`config.mk`:
```
export PLATFORM = sky130hd
export DESIGN_NAME = seconds_to_calendar_time_flat
export DESIGN_NICKNAME = d
export VERILOG_FILES = /design/src/stc_pkg.sv /design/src/stc_if.sv /design/src/stc_sequencer.sv /design/src/stc_datapath.sv /design/src/seconds_to_calendar_time.sv /design/src/flat_wrapper.sv
export SDC_FILE = /design/constraint.sdc
export NUM_CORES = 1
export LEC_CHECK = 0
export BUFFER_PORTS_ARGS = -buffer_cell sky130_fd_sc_hd__buf_2
export CAP_MARGIN = 25
export CORE_MARGIN = 8
export CORE_UTILIZATION = 55
export DETAILED_ROUTE_END_ITERATION = 16
export PLACE_DENSITY = 0.79
export SETUP_SLACK_MARGIN = 0.2
export SLEW_MARGIN = 20
export SYNTH_ARGS = -nofsm -noshare
export SYNTH_HDL_FRONTEND = slang
export SYNTH_HIERARCHICAL = 1
export SYNTH_SLANG_ARGS = --single-unit
```
`constraint.sdc`:
```
create_clock -name clk -period 13.2 [get_ports clk]
set_input_delay 3.96 -clock clk [delete_from_list [all_inputs] [get_ports clk]]
set_output_delay 3.96 -clock clk [all_outputs]
set_load 0.1 [all_outputs]
```
`src/stc_pkg.sv`:
```
`timescale 1ns / 1ps
`default_nettype none
// ----------------------------------------------------------------------------
// stc_pkg: shared types and constants for the seconds-to-calendar converter
// Field widths, the micro-op and condition codes, the control word and the
// microcode program, plus the month-length lookup used by the datapath.
// ----------------------------------------------------------------------------
package stc_pkg;

	// Field widths of the two channels
	localparam int SECONDS_W = 32;
	localparam int YEAR_W    = 12;
	localparam int MONTH_W   = 4;
	localparam int DAY_W     = 5;
	localparam int HOUR_W    = 5;
	localparam int MINUTE_W  = 6;
	localparam int SECOND_W  = 6;

	// Internal widths
	localparam int DAYS_W    = 16;   // day count never exceeds 49710
	localparam int YLEN_W    = 9;
	localparam int PROD_W    = 2 * SECONDS_W;

	// Calendar constants
	localparam logic [YEAR_W-1:0] YEAR_BASE   = 12'd2000;
	localparam logic [YLEN_W-1:0] DAYS_LEAP   = 9'd366;
	localparam logic [YLEN_W-1:0] DAYS_COMMON = 9'd365;
	localparam logic [MONTH_W-1:0] MONTH_DEC  = 4'd11;   // zero-based December
	localparam logic [1:0] MOD4_LAST          = 2'd3;
	localparam logic [6:0] MOD100_LAST        = 7'd99;
	localparam logic [8:0] MOD400_LAST        = 9'd399;

	// Reciprocal constants: x/60 = (x*M60) >> 37 and x/24 = (x*M24) >> 36,
	// exact for every 32-bit x
	localparam logic [SECONDS_W-1:0] MAGIC_DIV60 = 32'h8888_8889;
	localparam logic [SECONDS_W-1:0] MAGIC_DIV24 = 32'hAAAA_AAAB;
	localparam int SHIFT_DIV60 = 37;
	localparam int SHIFT_DIV24 = 36;
	localparam logic [SECONDS_W-1:0] DIV_60 = 32'd60;
	localparam logic [SECONDS_W-1:0] DIV_24 = 32'd24;

	// Micro-operations executed by the datapath
	typedef enum logic [3:0] {
		OP_NOP,
		OP_LOAD,
		OP_MUL60,
		OP_MUL24,
		OP_SPLIT_SEC,
		OP_SPLIT_MIN,
		OP_SPLIT_HR,
		OP_YEAR_ADV,
		OP_MONTH_ADV,
		OP_EMIT
	} op_t;

	// Jump conditions tested by the sequencer
	typedef enum logic [2:0] {
		COND_NEVER,
		COND_NO_INPUT,
		COND_YEAR_DONE,
		COND_MONTH_DONE,
		COND_OUT_BUSY
	} cond_t;

	typedef logic [3:0] step_t;

	// Program addresses
	localparam step_t STEP_IDLE   = 4'd0;
	localparam step_t STEP_MUL_S  = 4'd1;
	localparam step_t STEP_SEC    = 4'd2;
	localparam step_t STEP_MUL_M  = 4'd3;
	localparam step_t STEP_MIN    = 4'd4;
	localparam step_t STEP_MUL_H  = 4'd5;
	localparam step_t STEP_HOUR   = 4'd6;
	localparam step_t STEP_YEAR   = 4'd7;
	localparam step_t STEP_MONTH  = 4'd8;
	localparam step_t STEP_EMIT   = 4'd9;

	// One control word: if cond holds, go to jmp and skip op;
	// otherwise execute op and go to nxt
	typedef struct packed {
		op_t   op;
		cond_t cond;
		step_t jmp;
		step_t nxt;
	} ucode_t;

	// Sequencer to datapath
	typedef struct packed {
		op_t  op;
		logic idle;
	} ctrl_t;

	// Datapath to sequencer
	typedef struct packed {
		logic no_input;
		logic year_done;
		logic month_done;
		logic out_busy;
	} status_t;

	// Microcode program
	function automatic ucode_t ucode_rom(input step_t pc);
		ucode_t w;
		case (pc)
			STEP_IDLE:  w = '{OP_LOAD,      COND_NO_INPUT,   STEP_IDLE,  STEP_MUL_S};
			STEP_MUL_S: w = '{OP_MUL60,     COND_NEVER,      STEP_IDLE,  STEP_SEC};
			STEP_SEC:   w = '{OP_SPLIT_SEC, COND_NEVER,      STEP_IDLE,  STEP_MUL_M};
			STEP_MUL_M: w = '{OP_MUL60,     COND_NEVER,      STEP_IDLE,  STEP_MIN};
			STEP_MIN:   w = '{OP_SPLIT_MIN, COND_NEVER,      STEP_IDLE,  STEP_MUL_H};
			STEP_MUL_H: w = '{OP_MUL24,     COND_NEVER,      STEP_IDLE,  STEP_HOUR};
			STEP_HOUR:  w = '{OP_SPLIT_HR,  COND_NEVER,      STEP_IDLE,  STEP_YEAR};
			STEP_YEAR:  w = '{OP_YEAR_ADV,  COND_YEAR_DONE,  STEP_MONTH, STEP_YEAR};
			STEP_MONTH: w = '{OP_MONTH_ADV, COND_MONTH_DONE, STEP_EMIT,  STEP_MONTH};
			STEP_EMIT:  w = '{OP_EMIT,      COND_OUT_BUSY,   STEP_EMIT,  STEP_IDLE};
			default:    w = '{OP_NOP,       COND_NEVER,      STEP_IDLE,  STEP_IDLE};
		endcase
		return w;
	endfunction

	// Days in a zero-based month
	function automatic logic [DAY_W-1:0] month_len(input logic [MONTH_W-1:0] mon,
			input logic leap);
		logic [DAY_W-1:0] len;
		case (mon)
			4'd1:    len = leap ? 5'd29 : 5'd28;
			4'd3,
			4'd5,
			4'd8,
			4'd10:   len = 5'd30;
			default: len = 5'd31;
		endcase
		return len;
	endfunction

endpackage
`default_nettype wire

```
`src/stc_if.sv`:
```
`timescale 1ns / 1ps
`default_nettype none
// ----------------------------------------------------------------------------
// stc_if: valid/ready channels of the seconds-to-calendar converter
// stc_in_if carries the elapsed seconds, stc_out_if the calendar fields.
// ----------------------------------------------------------------------------
interface stc_in_if;
	logic                           valid;
	logic                           ready;
	logic [stc_pkg::SECONDS_W-1:0] elapsed_seconds;

	modport source (output valid, output elapsed_seconds, input ready);
	modport sink   (input valid, input elapsed_seconds, output ready);
endinterface

interface stc_out_if;
	logic                          valid;
	logic                          ready;
	logic [stc_pkg::YEAR_W-1:0]   year;
	logic [stc_pkg::MONTH_W-1:0]  month;
	logic [stc_pkg::DAY_W-1:0]    day_of_month;
	logic [stc_pkg::HOUR_W-1:0]   hour;
	logic [stc_pkg::MINUTE_W-1:0] minute;
	logic [stc_pkg::SECOND_W-1:0] second;

	modport source (output valid, output year, output month, output day_of_month,
		output hour, output minute, output second, input ready);
	modport sink   (input valid, input year, input month, input day_of_month,
		input hour, input minute, input second, output ready);
endinterface
`default_nettype wire

```
`src/stc_sequencer.sv`:
```
`timescale 1ns / 1ps
`default_nettype none
// ----------------------------------------------------------------------------
// stc_sequencer: microcode step counter
// Fetches the control word at the current step, tests its jump condition
// and issues the micro-op to the datapath.
// ----------------------------------------------------------------------------
module stc_sequencer (
	input  wire logic             clk,
	input  wire logic             arst_n,
	input  wire stc_pkg::status_t status,
	output stc_pkg::ctrl_t        ctrl
);
	import stc_pkg::*;

	step_t  pc_q;
	ucode_t word;
	logic   taken;

	// Fetch and evaluate the jump condition
	always_comb begin
		word = ucode_rom(pc_q);
		case (word.cond)
			COND_NEVER:      taken = 1'b0;
			COND_NO_INPUT:   taken = status.no_input;
			COND_YEAR_DONE:  taken = status.year_done;
			COND_MONTH_DONE: taken = status.month_done;
			COND_OUT_BUSY:   taken = status.out_busy;
			default:         taken = 1'b0;
		endcase
	end

	// Drop the op on a taken jump
	assign ctrl.op   = taken ? OP_NOP : word.op;
	assign ctrl.idle = (pc_q == STEP_IDLE);

	// Advance the step counter
	always_ff @(posedge clk or negedge arst_n) begin
		if (!arst_n) begin
			pc_q <= STEP_IDLE;
		end else begin
			pc_q <= taken ? word.jmp : word.nxt;
		end
	end

	a_pc_range: assert property (@(posedge clk) disable iff (!arst_n)
		pc_q <= STEP_EMIT)
		else $error("step counter left the program");

	a_year_exit: assert property (@(posedge clk) disable iff (!arst_n)
		(pc_q == STEP_YEAR && status.year_done) |=> pc_q == STEP_MONTH)
		else $error("year loop did not hand over to month loop");

	a_emit_return: assert property (@(posedge clk) disable iff (!arst_n)
		ctrl.op == OP_EMIT |=> pc_q == STEP_IDLE)
		else $error("sequencer did not return to idle after emit");

endmodule
`default_nettype wire

```
`src/stc_datapath.sv`:
```
`timescale 1ns / 1ps
`default_nettype none
// ----------------------------------------------------------------------------
// stc_datapath: registers and arithmetic of the converter
// One reciprocal multiplier splits off seconds, minutes and hours; a
// subtractor with leap-year counters walks years, then months. Holds the
// result register toward the output channel.
// ----------------------------------------------------------------------------
module stc_datapath (
	input  wire logic             clk,
	input  wire logic             arst_n,
	input  wire stc_pkg::ctrl_t   ctrl,
	output stc_pkg::status_t      status,
	stc_in_if.sink                timestamp,
	stc_out_if.source             calendar
);
	import stc_pkg::*;

	logic [SECONDS_W-1:0] val_q;
	logic [PROD_W-1:0]    prod_q;
	logic [PROD_W-1:0]    prod_d;
	logic [SECONDS_W-1:0] magic;
	logic [SECOND_W-1:0]  sec_q;
	logic [MINUTE_W-1:0]  min_q;
	logic [HOUR_W-1:0]    hr_q;
	logic [DAYS_W-1:0]    days_q;
	logic [YEAR_W-1:0]    year_q;
	logic [1:0]           mod4_q;
	logic [6:0]           mod100_q;
	logic [8:0]           mod400_q;
	logic [MONTH_W-1:0]   mon_q;
	logic                 out_valid_q;
	logic [YEAR_W-1:0]    out_year_q;
	logic [MONTH_W-1:0]   out_month_q;
	logic [DAY_W-1:0]     out_day_q;
	logic [HOUR_W-1:0]    out_hour_q;
	logic [MINUTE_W-1:0]  out_minute_q;
	logic [SECOND_W-1:0]  out_second_q;

	logic [SECONDS_W-SHIFT_DIV60-1+SECONDS_W:0] q60;
	logic [SECONDS_W-SHIFT_DIV24-1+SECONDS_W:0] q24;
	logic                 leap;
	logic [YLEN_W-1:0]    ylen;
	logic [DAY_W-1:0]     mlen;

	// Reciprocal multiply for the next division
	assign magic  = (ctrl.op == OP_MUL24) ? MAGIC_DIV24 : MAGIC_DIV60;
	assign prod_d = PROD_W'(val_q) * PROD_W'(magic);
	assign q60    = prod_q[PROD_W-1:SHIFT_DIV60];
	assign q24    = prod_q[PROD_W-1:SHIFT_DIV24];

	// Leap rule from the running year residues
	assign leap = (mod400_q == '0) || ((mod4_q == '0) && (mod100_q != '0));
	assign ylen = leap ? DAYS_LEAP : DAYS_COMMON;
	assign mlen = month_len(mon_q, leap);

	// Conditions for the sequencer
	assign status.no_input   = !timestamp.valid;
	assign status.year_done  = days_q < DAYS_W'(ylen);
	assign status.month_done = (mon_q == MONTH_DEC) || (days_q < DAYS_W'(mlen));
	assign status.out_busy   = out_valid_q && !calendar.ready;

	// Take a new item only at the idle step
	assign timestamp.ready = ctrl.idle;

	// Working registers
	always_ff @(posedge clk) begin
		case (ctrl.op)
			OP_LOAD: begin
				val_q    <= timestamp.elapsed_seconds;
				year_q   <= YEAR_BASE;
				mod4_q   <= '0;
				mod100_q <= '0;
				mod400_q <= '0;
				mon_q    <= '0;
			end
			OP_MUL60, OP_MUL24: begin
				prod_q <= prod_d;
			end
			OP_SPLIT_SEC: begin
				sec_q <= SECOND_W'(val_q - SECONDS_W'(q60) * DIV_60);
				val_q <= SECONDS_W'(q60);
			end
			OP_SPLIT_MIN: begin
				min_q <= MINUTE_W'(val_q - SECONDS_W'(q60) * DIV_60);
				val_q <= SECONDS_W'(q60);
			end
			OP_SPLIT_HR: begin
				hr_q   <= HOUR_W'(val_q - SECONDS_W'(q24) * DIV_24);
				days_q <= DAYS_W'(q24);
			end
			OP_YEAR_ADV: begin
				days_q   <= days_q - DAYS_W'(ylen);
				year_q   <= year_q + 1'b1;
				mod4_q   <= mod4_q + 1'b1;
				mod100_q <= (mod100_q == MOD100_LAST) ? '0 : mod100_q + 1'b1;
				mod400_q <= (mod400_q == MOD400_LAST) ? '0 : mod400_q + 1'b1;
			end
			OP_MONTH_ADV: begin
				days_q <= days_q - DAYS_W'(mlen);
				mon_q  <= mon_q + 1'b1;
			end
			default: begin
			end
		endcase
	end

	// Result register: load on emit, release on handshake
	always_ff @(posedge clk or negedge arst_n) begin
		if (!arst_n) begin
			out_valid_q <= 1'b0;
		end else if (ctrl.op == OP_EMIT) begin
			out_valid_q <= 1'b1;
		end else if (calendar.ready) begin
			out_valid_q <= 1'b0;
		end
	end

	always_ff @(posedge clk) begin
		if (ctrl.op == OP_EMIT) begin
			out_year_q   <= year_q;
			out_month_q  <= mon_q + 1'b1;
			out_day_q    <= days_q[DAY_W-1:0] + 1'b1;
			out_hour_q   <= hr_q;
			out_minute_q <= min_q;
			out_second_q <= sec_q;
		end
	end

	assign calendar.valid        = out_valid_q;
	assign calendar.year         = out_year_q;
	assign calendar.month        = out_month_q;
	assign calendar.day_of_month = out_day_q;
	assign calendar.hour         = out_hour_q;
	assign calendar.minute       = out_minute_q;
	assign calendar.second       = out_second_q;

	a_emit_valid: assert property (@(posedge clk) disable iff (!arst_n)
		ctrl.op == OP_EMIT |=> calendar.valid)
		else $error("emitted item not presented");

	a_load_base: assert property (@(posedge clk) disable iff (!arst_n)
		ctrl.op == OP_LOAD |=> year_q == YEAR_BASE && mon_q == '0)
		else $error("year walk not started at base year");

	a_month_range: assert property (@(posedge clk) disable iff (!arst_n)
		ctrl.op == OP_MONTH_ADV |-> mon_q < MONTH_DEC)
		else $error("month advanced past December");

	a_time_range: assert property (@(posedge clk) disable iff (!arst_n)
		ctrl.op == OP_EMIT |-> hr_q < HOUR_W'(24) && min_q < MINUTE_W'(60)
			&& sec_q < SECOND_W'(60) && days_q < DAYS_W'(31))
		else $error("time of day or day out of range at emit");

endmodule
`default_nettype wire

```
`src/seconds_to_calendar_time.sv`:
```
`timescale 1ns / 1ps
`default_nettype none
// ----------------------------------------------------------------------------
// seconds_to_calendar_time: seconds since 2000-01-01 to Gregorian date/time
// Top level: microcode sequencer driving the conversion datapath.
// ----------------------------------------------------------------------------
// Converts one 32-bit count of seconds since 2000-01-01 00:00:00 into year,
// month, day of month, hour, minute and second (no time zone, full Gregorian
// leap rule). The block works on one item at a time. An item passes the load
// step, the multiply and split steps for seconds, minutes and hours, a year
// walk of one year per cycle over the Y years past 2000 (0..136), a month
// walk over the zero-based month M (0..11), as the largest input falls in
// February 2136, and the emit step, held while an earlier result is unread.
// The next item is accepted once the result is loaded into the output
// register, even while that result still waits on the output channel.
// ----------------------------------------------------------------------------
module seconds_to_calendar_time (
	input  wire logic  clk,
	input  wire logic  arst_n,
	stc_in_if.sink     timestamp,
	stc_out_if.source  calendar
);
	import stc_pkg::*;

	ctrl_t   ctrl;
	status_t status;

	// Step counter and microcode program
	stc_sequencer u_sequencer (
		.clk    (clk),
		.arst_n (arst_n),
		.status (status),
		.ctrl   (ctrl)
	);

	// Arithmetic and result register
	stc_datapath u_datapath (
		.clk       (clk),
		.arst_n    (arst_n),
		.ctrl      (ctrl),
		.status    (status),
		.timestamp (timestamp),
		.calendar  (calendar)
	);

endmodule
`default_nettype wire
```
`src/flat_wrapper.sv`:
```
// flat-port wrapper written by rule: the top's interface ports become plain ports
module seconds_to_calendar_time_flat import stc_pkg::*;
  (clk, arst_n, timestamp_valid, timestamp_elapsed_seconds, timestamp_ready, calendar_valid, calendar_year, calendar_month, calendar_day_of_month, calendar_hour, calendar_minute, calendar_second, calendar_ready);
  stc_in_if timestamp_i ();
  stc_out_if calendar_i ();
  input  wire logic clk;
  input  wire logic arst_n;
  input wire logic [$bits(timestamp_i.valid)-1:0] timestamp_valid;
  input wire logic [$bits(timestamp_i.elapsed_seconds)-1:0] timestamp_elapsed_seconds;
  output wire logic [$bits(timestamp_i.ready)-1:0] timestamp_ready;
  output wire logic [$bits(calendar_i.valid)-1:0] calendar_valid;
  output wire logic [$bits(calendar_i.year)-1:0] calendar_year;
  output wire logic [$bits(calendar_i.month)-1:0] calendar_month;
  output wire logic [$bits(calendar_i.day_of_month)-1:0] calendar_day_of_month;
  output wire logic [$bits(calendar_i.hour)-1:0] calendar_hour;
  output wire logic [$bits(calendar_i.minute)-1:0] calendar_minute;
  output wire logic [$bits(calendar_i.second)-1:0] calendar_second;
  input wire logic [$bits(calendar_i.ready)-1:0] calendar_ready;
  assign timestamp_i.valid = timestamp_valid;
  assign timestamp_i.elapsed_seconds = timestamp_elapsed_seconds;
  assign timestamp_ready = timestamp_i.ready;
  assign calendar_valid = calendar_i.valid;
  assign calendar_year = calendar_i.year;
  assign calendar_month = calendar_i.month;
  assign calendar_day_of_month = calendar_i.day_of_month;
  assign calendar_hour = calendar_i.hour;
  assign calendar_minute = calendar_i.minute;
  assign calendar_second = calendar_i.second;
  assign calendar_i.ready = calendar_ready;
  seconds_to_calendar_time u_core (.clk(clk), .arst_n(arst_n), .timestamp(timestamp_i), .calendar(calendar_i));
endmodule
```
==> impl_metrics.tcl, run 1 <==
set metrics [dict create \
    crit_fanout 34 \
    seqCellArea_mm2 0.00508 \
    drv_cap 0 \
    syn2layout_area_growth_pct 6.66 \
    yosys.area_share.adder_pct 50.3 \
    final_util_pct 59.5 \
    rsz0062_at_grt "no" \
    r2r_slack_ns 0.76 \
    overflow 0 \
    synth.avg_cell_area_um2 10.6 \
    slew_viol_final 0 \
    antenna_left 0 \
    synth_mux_area_share_pct 1.26 \
    dieWidth_um 231 \
    instances_no_fill 3073 \
    synth_compound_area_share_pct 6.96 \
    ys_seq_area_share_pct 20.1 \
    cts_buffers 17 \
    period_needed_ns 12.59 \
    row_count 78 \
    slew_headroom_pct 37.1 \
    clock_skew_ns 0.0122 \
    yosysUniqueCellTypes 83 \
    cp.arrival_ns 12.77 \
    crit_required_ns 13.38 \
    synth.ff_latch_count 170 \
    async_reset_ff_share_pct 2.94 \
    drt_wl_total_um 71100 \
    dieHeight_um 231 \
    grt_pass1_wl_um 110000 \
    layout_common_cells "584 x inv_1, 392 x ha_1, 391 x fa_1, 165 x edfxtp_1, 129 x nand2_1" \
    synthFlopType "edfxtp_1" \
    hold_path.class "register to register" \
    synthSimpleGateAreaFrac_pct 7.49 \
    drive_above_1_share_pct 7.89 \
    start_util_pct 55.8 \
    cts-root-buf "clkbuf_16" \
    multi_input_area_mm2 0.0179 \
    hpwl_um 62800 \
    synthCells 2388 \
    io_buffers 75 \
    synth_edf_count 165 \
    final_common_cell "inv_1" \
    nFillCells 3821 \
    cts_tree "yes" \
    final_hold_viol_count 0 \
    core_mm2 0.0454 \
    holdBufCountCts 0 \
    met3_usage_pct 4.06 \
    clock_latency_ns 0.44 \
    max_freq_mhz 79.4 \
    dp.cells 3040 \
    clockBufferDepth 2 \
    use_met1_pct 34.3 \
    cp-end-kind "register" \
    top_usage_layer "met2" \
    track_usage_pct 27.0 \
    wire_per_inst_um 23.1 \
    gp_congestion 1.09 \
    crit_top_cell "fa_1" \
    drc_errors 0 \
    synth_top_family_by_area "adder cells" \
    yosysTopAreaCell "fa_1" \
    clkSlewWorstSetupHoldPaths_ns 0.07 \
    io_pins 76 \
    totalNegativeSetupSlack_ns 0 \
    worst_slew_pin_slew_ns 0.943 \
    synth_nets 3207 \
    drt-pass1-iter-count 6 \
    htreeDepth 4 \
    vias 17600 \
    outcome "finished, final reports clean" \
    met2_usage_pct 46.0 \
    die-area_mm2 0.0532 \
    synth_area_leaders "fa_1 31%, edfxtp_1 20%, ha_1 19%, inv_1 8.7%, xnor2_1 2.9%" \
    drtIter0Drc 1511 \
    finalSetupViolCount 0 \
    cpMaxStageDelayCell "o41ai_2" \
    clock-sinks 170 \
    ys_warn_count 6 \
    nNetsFinal 3280 \
    slowest_delay_ns 0.87 \
    avgViaCountPerCell 5.72 \
    startpoint_type "input port" \
    grt_antenna_before_repair 0 \
    cts-resized-gates 0 \
    synthXorXnorAreaFrac_pct 4.60 \
    post-route-period-util_pct 95.4 \
    grt_pass1_vias 19000 \
    cts_setup_buffers 0 \
    grt_start_max_net_pins 40 \
    critPathKind "input port to register" \
    synth_area_mm2 0.0253 \
    synth_top_area_share_pct 30.9 \
    n_antenna_cell 0 \
]
## Yosys cell counts (all sizes together) (19+ instances only)
cell type	instances
a21o	23
a21oi	80
and2	22
clkbuf	36
edfxtp	165
fa	391
ha	392
inv	584
mux2	28
nand2	130
nand3	30
nor2	97
nor2b	19
o21ai	43
o21bai	21
xnor2	83
xor2	50
## kinds of logic (layout without fill, tap and decap cells)
group / Yosys count / after routing
flops: 170 / 170
buf+inv: 626 / 711
compound gates: 262 / 262
simple gates: 386 / 386
xor+xnor: 133 / 133
fa+ha+maj: 783 / 783
mux: 28 / 28
## flip-flops by register name, indices dropped and copies added (netlist names), 5 cells and up
register                                 flops
u_core/u_datapath/val_q                     32
u_core/u_datapath/sec_q                      6
u_core/u_datapath/calendar.minute            6
u_core/u_datapath/hr_q                       5
u_core/u_datapath/calendar.day_of_month      5
u_core/u_datapath/min_q                      6
u_core/u_datapath/days_q                    16
u_core/u_datapath/calendar.hour              5
u_core/u_datapath/calendar.second            6
u_core/u_datapath/mod400_q                   9
u_core/u_datapath/prod_q                    28
u_core/u_datapath/mod100_q                   7
u_core/u_datapath/year_q                    12
u_core/u_datapath/calendar.year             12
## worst paths after layout
path / to / cells past startpoint / start
max: u_core/u_datapath/prod_q[58] / 34 / timestamp_valid
min: u_core/u_datapath/calendar.minute[5] / 0 / u_core/u_datapath/min_q[5]
max reg2reg: u_core/u_datapath/prod_q[58] / 46 / u_core/u_datapath/mod100_q[2]
min reg2reg: u_core/u_datapath/calendar.minute[5] / 0 / u_core/u_datapath/min_q[5]
max in group asynchronous: u_core/u_sequencer/pc_q[1] / 1 / arst_n
min in group asynchronous: u_core/u_sequencer/pc_q[2] / 1 / arst_n
## critical path, delay by kind of cell
| kind | cells | cell delay (ns) |
|---|---|---|
| xor+xnor | 2 | 0.38 |
| simple gates | 8 | 1.91 |
| fa+ha+maj | 8 | 3.10 |
| buf+inv | 7 | 0.85 |
| compound gates | 9 | 2.51 |
## layer usage
metal,up-vias,wire length [um]
met4,0,3170
met3,152,4410
met1,8874,28400
met2,712,35000
met5,-,0
li1,7846,-
## metrics by stage
step | hold slack, ns | area [um2] | setup slack, ns
after global placement | 0.405 | 26400 | 0.220
after floorplan | 0.400 | 25300 | 0.656
final | 0.417 | 27000 | 0.608
after detailed placement | 0.405 | 26400 | 0.0602
after CTS | 0.421 | 27000 | 0.549
after global routing | 0.423 | 27000 | 0.202
## layout make-up
type,count,area share (%)
Inverter,584,8.11
Multi-Input combinational cell,1592,66.3
Clock buffer,18,1.59
Timing Repair Buffer,96,2.03
Sequential cell,170,18.8
Clock inverter,13,0.408
Tap cell,600,2.78
Power of run 1 is left out: the tool's default activity adds up to more than one toggle a clock period on the data nets, which glitch-free logic cannot reach.
==> run 2: changes to the inputs <==
--- a/config.mk
+++ b/config.mk
@@ -11,6 +11,7 @@
 export CORE_UTILIZATION = 55
 export DETAILED_ROUTE_END_ITERATION = 16
 export PLACE_DENSITY = 0.79
+export RECOVER_POWER = 25
 export SETUP_SLACK_MARGIN = 0.2
 export SLEW_MARGIN = 20
 export SYNTH_ARGS = -nofsm -noshare
==> run 2 against run 1 <==
  * Core utilization shrank 0.11 points
  * Die area did not move
  * First-iteration DRC count increased by 2.4%
  * Clock skew is essentially flat
  * Register-to-register slack is essentially flat
  * Critical path type unchanged
  * Non-clock buffer count is the same
  * Cell count is the same
  * Global-route usage is the same
  * Sequential share of layout area is essentially flat
  * Via count decreased by 0.31%
  * Largest cell class unchanged
  * Flip-flop and latch count is the same
  * Critical path depth shrank 2
==> impl_metrics.tcl, run 2 (synthesized netlist as in run 1, its figures left out) <==
set metrics [dict create \
    largest_reg_flops 32 \
    clkSlewWorstSetupHoldPaths_ns 0.07 \
    grt_antenna_before_repair 0 \
    avgViaCountPerCell 5.70 \
    track_usage_pct 27.0 \
    clock_skew_ns 0.0121 \
    crit_required_ns 13.38 \
    antenna_left 0 \
    max_freq_mhz 79.5 \
    cts_setup_buffers 0 \
    crit_fanout 34 \
    r2r_end "u_core/u_datapath/prod_q[58]" \
    dieWidth_um 231 \
    min_from "u_core/u_datapath/min_q[5]" \
    io_pins 76 \
    row_count 78 \
    cpMaxStageDelayCell "o41ai_2" \
    cts-root-buf "clkbuf_16" \
    cp-end-kind "register" \
    final_common_cell "inv_1" \
    start_util_pct 55.8 \
    slew_headroom_pct 19.5 \
    slew_viol_final 0 \
    cts_tree "yes" \
    clock-sinks 170 \
    hpwl_um 62800 \
    gp_congestion 1.09 \
    slowest_delay_ns 0.89 \
    io_buffers 75 \
    dieHeight_um 231 \
    drc_errors 0 \
    holdBufCountCts 0 \
    grt_start_max_net_pins 40 \
    drt_wl_total_um 71100 \
    vias 17500 \
    finalSetupViolCount 0 \
    outcome "finished, final reports clean" \
    period_needed_ns 12.58 \
    crit_top_cell "fa_1" \
    cts_buffers 17 \
    grt_pass1_vias 19000 \
    regMostFlops "u_core/u_datapath/val_q" \
    r2r_cells 44 \
    core_mm2 0.0454 \
    min_to "u_core/u_datapath/calendar.minute[5]" \
    hold_path.class "register to register" \
    clockBufferDepth 2 \
    holdWs_ns 0.416 \
    wire_per_inst_um 23.1 \
    overflow 0 \
    drtIter0Drc 1547 \
    critPathKind "input port to register" \
    hold_path_depth 0 \
    post-route-period-util_pct 95.3 \
    drive_above_1_share_pct 6.51 \
    drt-pass1-iter-count 5 \
    startpoint_type "input port" \
    r2r-start "u_core/u_datapath/mod100_q[2]" \
    nNetsFinal 3280 \
    worst_slew_pin_slew_ns 1.21 \
    rsz0062_at_grt "no" \
    die-area_mm2 0.0532 \
    clock_latency_ns 0.44 \
    syn2layout_area_growth_pct 6.46 \
    totalNegativeSetupSlack_ns 0 \
    layout_common_cells "584 x inv_1, 392 x ha_1, 391 x fa_1, 165 x edfxtp_1, 129 x nand2_1" \
    htreeDepth 4 \
    reg_top3 "u_core/u_datapath/val_q x32, u_core/u_datapath/prod_q x28, u_core/u_datapath/days_q x16" \
    cp.arrival_ns 12.76 \
    final_hold_viol_count 0 \
    grt_pass1_wl_um 110000 \
    r2r_slack_ns 0.76 \
    n_antenna_cell 0 \
    drv_cap 0 \
]
## run 2: layout make-up
class / instances / area [um2]
clock buffers: 18 / 429
fillers: 3843 / 18400
inverters: 584 / 2190
repair buffers: 96 / 509
well taps: 600 / 751
flip-flops and latches: 170 / 5080
multi-input cells: 1592 / 17900
clock inverters: 13 / 110
## run 2: how the worst max path moves through the flow
stage / start / end / slack [ns] / cells past startpoint
after floorplan: timestamp_valid / u_core/u_datapath/prod_q[58] / 0.66 / 35
after global placement: timestamp_valid / u_core/u_datapath/prod_q[63] / 0.22 / 31
after detailed placement: timestamp_valid / u_core/u_datapath/prod_q[62] / 0.06 / 31
after CTS: timestamp_valid / u_core/u_datapath/prod_q[58] / 0.55 / 31
after global routing: u_core/u_datapath/mod100_q[2] / u_core/u_datapath/prod_q[62] / 0.21 / 46
final: timestamp_valid / u_core/u_datapath/prod_q[58] / 0.62 / 32
## run 2: stage by stage
stage               utilization (%)  instances  worst slack, ns  cell area [um2]
floorplan                         -       2388            0.656            25300
global placement               58.3       3040            0.220            26400
detailed placement             58.3       3040           0.0602            26400
CTS                            59.5       3071            0.549            27000
global route                   59.4       3073            0.213            27000
finish                         59.4       3073            0.618            27000
## run 2: what timing repair did
action / CTS / global route
resized for setup: 0 / 1
endpoints found under the hold margin: 0 / 0
endpoints found under the setup margin: 0 / 5
## run 2: worst max-delay path, delay by kind of cell
family / cells / cell delay [ns]
adders and majority gates: 8 / 3.26
and+or+nand+nor: 8 / 1.91
buffers and inverters: 5 / 0.68
xor gates and xnor gates: 2 / 0.37
AOI/OAI and AO/OA: 9 / 2.53
## run 2: layer usage
metal  vias up  GRT usage, %  part of all wire (%)
met5         -             0                     0
met4         0          11.0                   4.7
met3       152          4.06                   6.0
met2       695          46.0                    49
met1      8850          34.3                    40
li1       7833             -                     -
Power of run 2 is left out for the same reason.
==> run 3: changes to the inputs <==
--- a/config.mk
+++ b/config.mk
@@ -12,6 +12,7 @@
 export DETAILED_ROUTE_END_ITERATION = 16
 export PLACE_DENSITY = 0.79
 export RECOVER_POWER = 25
+export REMOVE_ABC_BUFFERS = 1
 export SETUP_SLACK_MARGIN = 0.2
 export SLEW_MARGIN = 20
 export SYNTH_ARGS = -nofsm -noshare
==> run 3 against run 2 <==
  * Worst setup slack gained 0.12 ns
  * Hold slack better by 0.0037 ns
  * Via count is 0.33% higher
  * Clock skew about the same
  * Maximum frequency up 0.99%
  * Count of clock-buffer cells in the layout decreased by 1
  * Sequential share of layout area is 0.086 points lower
  * Cell count increased by 0.16%
==> impl_metrics.tcl, run 3 (synthesized netlist as in run 1, its figures left out) <==
set metrics [dict create \
    clock_latency_ns 0.45 \
    core_mm2 0.0454 \
    grt_pass1_vias 18700 \
    n_antenna_cell 0 \
    holdBufCountCts 0 \
    drv_cap 0 \
    crit_fanout 34 \
    r2r_slack_ns 0.84 \
    syn2layout_area_growth_pct 6.95 \
    totalNegativeSetupSlack_ns 0 \
    min_from "u_core/u_datapath/sec_q[3]" \
    slew_headroom_pct 20.3 \
    track_usage_pct 26.8 \
    rsz0062_at_grt "no" \
    layout_common_cells "584 x inv_1, 392 x ha_1, 391 x fa_1, 165 x edfxtp_1, 129 x nand2_1" \
    period_needed_ns 12.46 \
    hpwl_um 62100 \
    critPathKind "input port to register" \
    drive_above_1_share_pct 6.78 \
    cts_tree "yes" \
    slew_viol_final 0 \
    cts_setup_buffers 0 \
    htreeDepth 4 \
    die-area_mm2 0.0532 \
    dp_slack_ns 0.170 \
    hold_path_depth 0 \
    hold_path.class "register to register" \
    cts-resized-gates 0 \
    slowest_delay_ns 0.56 \
    r2r_end "u_core/u_datapath/prod_q[62]" \
    drc_errors 0 \
    regMostFlops "u_core/u_datapath/val_q" \
    overflow 0 \
    clkSlewWorstSetupHoldPaths_ns 0.07 \
    crit_required_ns 13.46 \
    drtIter0Drc 1383 \
    cp-end-kind "register" \
    final_util_pct 59.7 \
    antenna_left 0 \
    dieHeight_um 231 \
    gp_congestion 1.07 \
    reg_top3 "u_core/u_datapath/val_q x32, u_core/u_datapath/prod_q x28, u_core/u_datapath/days_q x16" \
    final_common_cell "inv_1" \
    post-route-period-util_pct 94.4 \
    finalSetupViolCount 0 \
    nFillCells 3813 \
    worst_slew_pin_slew_ns 1.20 \
    grt_pass1_wl_um 108000 \
    io_pins 76 \
    largest_reg_flops 32 \
    cp.arrival_ns 12.72 \
    nNetsFinal 3284 \
    outcome "finished, final reports clean" \
    grt_antenna_before_repair 0 \
    startpoint_type "input port" \
    cpMaxStageDelayCell "fa_1" \
    clockBufferDepth 2 \
    avgViaCountPerCell 5.71 \
    cts-root-buf "clkbuf_16" \
    vias 17600 \
    cts_buffers 17 \
    row_count 78 \
    clock-sinks 170 \
    clock_skew_ns 0.0123 \
    max_freq_mhz 80.3 \
    start_util_pct 55.8 \
    min_to "u_core/u_datapath/calendar.second[3]" \
    r2r-start "u_core/u_datapath/mod400_q[2]" \
    final_hold_viol_count 0 \
    drt-pass1-iter-count 8 \
    r2r_cells 44 \
    drt_wl_total_um 70700 \
    grt_start_max_net_pins 40 \
    wire_per_inst_um 23.0 \
    timing.final.ws_setup_ns 0.741 \
    dieWidth_um 231 \
    io_buffers 75 \
]
[run 3: cell count changes in the layout (fill, tap and decap cells not counted), sizes merged]
cell,delta
buf,+4
inv,+3
clkinvlp,-2
bufinv,+1
clkbuf,-1
[run 3: area by class of cell]
type / instances / area [um2] / share of cell area (%)
multi-input combinational: 1592 / 17900 / 66.2
inverter: 584 / 2190 / 8.09
timing repair buffer: 100 / 539 / 1.99
tap: 600 / 751 / 2.77
clock inverter: 15 / 176 / 0.651
sequential: 170 / 5080 / 18.8
clock buffer: 17 / 425 / 1.57
[run 3: layer usage]
layer | vias up | routed length, um | global-route usage (%)
li1 | 7855 | - | -
met1 | 8847 | 28600 | 34.6
met2 | 725 | 33800 | 44.4
met3 | 160 | 4640 | 4.07
met4 | 0 | 3650 | 12.7
met5 | - | 0 | 0
[run 3: how the worst max path moves through the flow]
stage | start | to | slack, ns
floorplan | timestamp_valid | u_core/u_datapath/prod_q[58] | 0.69
global placement | timestamp_valid | u_core/u_datapath/prod_q[63] | 0.05
detailed placement | timestamp_valid | u_core/u_datapath/prod_q[62] | 0.17
CTS | timestamp_valid | u_core/u_datapath/prod_q[62] | 0.64
global route | u_core/u_datapath/mod400_q[2] | u_core/u_datapath/prod_q[63] | 0.17
finish | timestamp_valid | u_core/u_datapath/prod_q[62] | 0.74
[run 3: per-stage QoR]
stage               cells  hold WS [ns]  instance area [um2]
floorplan            2346         0.400                25100
global placement     3043         0.405                26500
detailed placement   3043         0.405                26500
CTS                  3075         0.421                27100
global route         3078         0.426                27100
finish               3078         0.420                27100
[run 3: worst max-delay path: cells and delay by family]
kind                       cells  cell delay, ns
and+or+nand+nor                9            2.11
AOI/OAI and AO/OA              8            2.04
adders and majority gates      8            3.58
buffers and inverters          8            0.96
Power of run 3 is left out for the same reason.
